### src/rtl/bap_pkg.sv
`timescale 1ns / 1ps
`default_nettype none
// ----------------------------------------------------------------------------
// bap_pkg
// Shared types and constants for the block average pixellate block.
// ----------------------------------------------------------------------------
package bap_pkg;

  localparam int unsigned NREGS    = 8;
  localparam int unsigned ADDR_W   = 5;
  localparam int unsigned COORD_W  = 20;
  localparam int unsigned TILE_W   = 9;
  localparam int unsigned CFG_W    = 13;
  localparam int unsigned QUOT_W   = 8;

  localparam logic [2:0] REG_BLOCK_W    = 3'd0;
  localparam logic [2:0] REG_BLOCK_H    = 3'd1;
  localparam logic [2:0] REG_OUT_TILE_W = 3'd2;
  localparam logic [2:0] REG_OUT_TILE_H = 3'd3;
  localparam logic [2:0] REG_SRC_WIDTH  = 3'd4;
  localparam logic [2:0] REG_SRC_HEIGHT = 3'd5;
  localparam logic [2:0] REG_DST_WIDTH  = 3'd6;
  localparam logic [2:0] REG_DST_HEIGHT = 3'd7;

  // Controller to datapath commands.
  typedef struct packed {
    logic rd;       // read sum line for the current pixel
    logic wr;       // write accumulated sums back, latch tile info
    logic div_go;   // start dividers and rect math
    logic div_step; // advance dividers one bit
    logic load_out; // move results to the output register
  } bap_cmd_t;

  // Datapath to controller status.
  typedef struct packed {
    logic tile_done; // this pixel closes a tile
  } bap_sts_t;

endpackage
`default_nettype wire

### src/rtl/bap_ctrl.sv
`timescale 1ns / 1ps
`default_nettype none
// ----------------------------------------------------------------------------
// bap_ctrl
// Sequencer: read, accumulate, optional bit-serial divide, result handoff.
// ----------------------------------------------------------------------------
module bap_ctrl
  import bap_pkg::*;
(
  input  wire logic     clk,
  input  wire logic     rst,
  input  wire logic     in_valid,
  output logic          in_ready,
  input  wire logic     out_busy,
  output bap_cmd_t      cmd,
  input  wire bap_sts_t sts
);

  localparam logic [1:0] ST_IDLE = 2'd0;
  localparam logic [1:0] ST_ACC  = 2'd1;
  localparam logic [1:0] ST_DIV  = 2'd2;
  localparam logic [1:0] ST_OUT  = 2'd3;

  logic [1:0] state, state_next;
  logic [4:0] step, step_next;

  always_comb begin
    state_next = state;
    step_next  = step;
    cmd        = '0;
    in_ready   = 1'b0;
    unique case (state)
      ST_IDLE: begin
        in_ready = 1'b1;
        if (in_valid) begin
          cmd.rd     = 1'b1;
          state_next = ST_ACC;
        end
      end
      ST_ACC: begin
        cmd.wr = 1'b1;
        if (sts.tile_done) begin
          cmd.div_go = 1'b1;
          step_next  = 5'd0;
          state_next = ST_DIV;
        end else begin
          state_next = ST_IDLE;
        end
      end
      ST_DIV: begin
        cmd.div_step = 1'b1;
        step_next    = step + 5'd1;
        if (step == 5'(QUOT_W - 1)) state_next = ST_OUT;
      end
      default: begin
        if (!out_busy) begin
          cmd.load_out = 1'b1;
          state_next   = ST_IDLE;
        end
      end
    endcase
  end

  always_ff @(posedge clk) begin
    if (rst) begin
      state <= ST_IDLE;
      step  <= '0;
    end else begin
      state <= state_next;
      step  <= step_next;
    end
  end

endmodule
`default_nettype wire

### config.mk
export PLATFORM = sky130hd
export DESIGN_NAME = bap_ctrl
export DESIGN_NICKNAME = d
export VERILOG_FILES = /design/src/rtl/bap_pkg.sv /design/src/rtl/bap_ctrl.sv
export SDC_FILE = /design/constraint.sdc
export NUM_CORES = 1
export LEC_CHECK = 0
export ABC_AREA = 0
export BUFFER_PORTS_ARGS = -buffer_cell sky130_fd_sc_hd__buf_4
export CORE_MARGIN = 2
export CORE_UTILIZATION = 29
export DETAILED_ROUTE_END_ITERATION = 6
export HOLD_SLACK_MARGIN = 0.1
export PLACE_DENSITY = 0.53
export SLEW_MARGIN = 20
export SYNTH_ARGS = -nofsm -noshare
export SYNTH_HDL_FRONTEND = slang
export SYNTH_SLANG_ARGS = --single-unit
### constraint.sdc
create_clock -name clk -period 1.1 [get_ports clk]
set_input_delay 0.055 -clock clk [delete_from_list [all_inputs] [get_ports clk]]
set_output_delay 0.055 -clock clk [all_outputs]
set_load 0.005 [all_outputs]
==> impl_metrics.tcl <==
set metrics [dict create \
    outcome "finished with violations" \
    violations "setup timing" \
    fin_skew_ns 0.005298 \
    clkPwrFrac_pct 37.7 \
    cp_slowest_stage_delay_ns 0.35 \
    grt_pass1_wl_um 1945 \
    hold_depth 3 \
    cts_tree "done" \
    grt_usage_pct 14.78 \
    initialDrtViolationCount 6 \
    fin_crit_ns 1.189 \
    worstSetupPathType "reg -> reg" \
    portBuffers 10 \
    arrival_ns 1.39 \
    worst_pin_slew_ns 0.2710 \
    multi_input_area_um2 305.3 \
    synth-simple-area-share_pct 33.53 \
    p_int_uw 488.2 \
    critPathSlowestCell "dfxtp_4" \
    avgRoutedWirePerCell_um 13.58 \
    grt_max_degree 11 \
    regArea_um2 150.1 \
    cts.sinks 7 \
    die_h_um 41.79 \
    worstHoldEndpoint "state[1]" \
    rrSetupSlack_ns -0.09 \
    crit_fanout 4 \
    ys_seq_area_share_pct 33.84 \
    slew_headroom_pct 81.91 \
    h-tree-depth 1 \
    r2r_start "step[0]" \
    hp-class "in -> reg" \
    powerDensity_mw_per_mm2 940.7 \
    nets 75 \
    die_area_mm2 0.001746 \
    fillerInstances 123 \
    grt_overflow_total 0 \
    antenna_found_initial 0 \
    reg2reg_to "step[4]" \
    drtPass1Iterations 4 \
    area_growth_pct 73.72 \
    netlist_instances 44 \
    numCtsBuffers 3 \
    fin_ws_ns -0.08895 \
    cap_viol_max_count 0 \
    p_sw_share_pct 27.86 \
    std_cell_rows 13 \
    worstRegToRegCells 4 \
    gp_congestion 0.7474 \
    crit_chain "ha_4 -> and4b_4 -> a2111oi_4 -> a31o_1" \
    clock.fmax_mhz 841.1 \
    start_util_pct 31.43 \
    drv_slew 0 \
    ios 11 \
    drive_gt1_share_pct 58.82 \
    clk_pin_slew_ns 0.06 \
    layout_commonest_cell "buf_4" \
    fin_crit_sh_pct 108.1 \
    p_switching_uw 188.6 \
    synth_compound_area_share_pct 21.15 \
    final_cell_mix "12 x buf_4, 9 x buf_6, 5 x nor2_1" \
    ant_nets 0 \
    vias 430 \
    avgSynthCellArea_um2 9.412 \
    post-route-drc-count 0 \
    syn_nets 50 \
    insertion_delay_ns 0.26 \
    critPathRequiredTime_ns 1.30 \
    min_from "out_busy" \
    ys_ff_latch 7 \
    num_antenna_cells 0 \
    synthXorXnorAreaFrac_pct 0 \
    hold_ws_ns 0.1030 \
    p_leak_nw 0.2819 \
    p_seq_share_pct 39.6 \
    core_area_mm2 0.001318 \
    synth_warnings 0 \
    critPathCaptureType "flip-flop" \
    rsz0062_at_grt "yes" \
    synth_fa_ha_area_share_pct 3.021 \
    die-width_um 41.79 \
    vias_per_cell 5.181 \
    setup_violations 5 \
    syn-cell-area_um2 414.1 \
    grt_pass1_vias 448 \
    ctsLongestPathBuffers 2 \
    p_comb_share_pct 22.7 \
    startpoint_type "flip-flop" \
    postRouteWirelength_um 1127 \
    clock-root-buffer "clkbuf_4" \
    hpwlAfterDp_um 712.5 \
    peakVddDrop_uv 461.8 \
    synth_cell_types 24 \
    final-hold-violation-count 0 \
    synth_top_family_by_area "simple AND/OR/NAND/NOR gates" \
    synth_mux_area_share_pct 2.417 \
    setup_tns_ns -0.1611 \
]
## power groups by stage
stage	sequential [mW]	combinational (mW)	clock, mW
global route	0.270	0.165	0.277
detailed placement	0.273	0.110	0
global placement	0.273	0.111	0
finish	0.268	0.154	0.255
CTS	0.268	0.135	0.264
floorplan	0.270	0.0576	0
## critical path, delay by kind of cell, from the launching register on
family,cells,cell delay (ns)
simple gates,1,0.20
compound gates,2,0.42
flops,1,0.35
fa+ha+maj,1,0.15
## final cells by class
cell class	instances	area share, %
Clock buffer	4	3.652
Timing Repair Buffer	23	29.39
Tap cell	15	2.609
Inverter	2	1.043
Sequential cell	7	20.87
Multi-Input combinational cell	32	42.43
## kinds of logic (layout without fill, tap and decap cells)
kind of cell | Yosys count | after routing
buffers and inverters | 5 | 29
muxes | 1 | 1
and+or+nand+nor | 21 | 21
AOI/OAI and AO/OA | 9 | 9
adders and majority gates | 1 | 1
DFF | 7 | 7
## stage by stage
step / setup slack [ns] / power [mW] / util [%] / std cells / instance area (µm²)
4_1_cts: -0.1004 / 0.6664 / 50.90 / 83 / 670.6
3_5_place_dp: -0.08178 / 0.3828 / 43.59 / 75 / 574.3
3_3_place_gp: -0.04419 / 0.3839 / 43.59 / 75 / 574.3
2_1_floorplan: -0.02509 / 0.3274 / - / 44 / 430.4
5_1_grt: -0.1444 / 0.7120 / 54.61 / 83 / 719.4
6_report: -0.08895 / 0.6768 / 54.61 / 83 / 719.4
## flip-flops by register name, indices dropped and copies added, names as in the netlist
name,flops
state,2
step,5
## synth_stat cells, drive strengths merged
cell type | count | share of area (%)
nor2b | 1 | 3.3
a211oi | 1 | 1.8
o221ai | 1 | 2.1
and3 | 1 | 1.5
ha | 1 | 3.0
mux2i | 1 | 2.4
nor4 | 1 | 1.5
a21oi | 4 | 4.8
inv | 2 | 1.8
or3b | 1 | 2.1
buf | 3 | 4.2
dfxtp | 7 | 34
nand4b | 2 | 4.2
nor3 | 2 | 2.4
a2111oi | 2 | 10
a31o | 1 | 2.1
and3b | 1 | 2.1
and4b | 1 | 3.3
nor2 | 7 | 6.3
nor3b | 1 | 3.0
nand3b | 1 | 1.8
nand2 | 2 | 1.8
## routing by layer
| metal | track usage [%] | up-vias | share of wire (%) | routed length [µm] |
|---|---|---|---|---|
| met5 | 0 | - | 0 | 0 |
| met4 | 9.677 | 0 | 2.0 | 23 |
| met3 | 1.739 | 4 | 4.3 | 48 |
| met2 | 24.38 | 13 | 50 | 560 |
| met1 | 17.85 | 202 | 44 | 495 |
| li1 | - | 211 | - | - |
## how the worst max path moves through the flow
stage / startpoint / slack (ns) / to / cells past startpoint
global placement: step[1] / -0.04 / step[4] / 4
detailed placement: state[1] / -0.08 / step[4] / 3
CTS: step[0] / -0.10 / step[4] / 4
floorplan: step[0] / -0.03 / step[4] / 4
global route: step[0] / -0.14 / step[4] / 4
finish: step[0] / -0.09 / step[4] / 4
## repair_timing
item,CTS,global route
cloned,0,0
setup buffers,3,0
resized for setup,13,10
pin swaps,2,1
endpoints found under the setup margin,9,10
hold buffers,2,0
endpoints found under the hold margin,5,0
No activity file was read; power rests on OpenSTA's default activity.
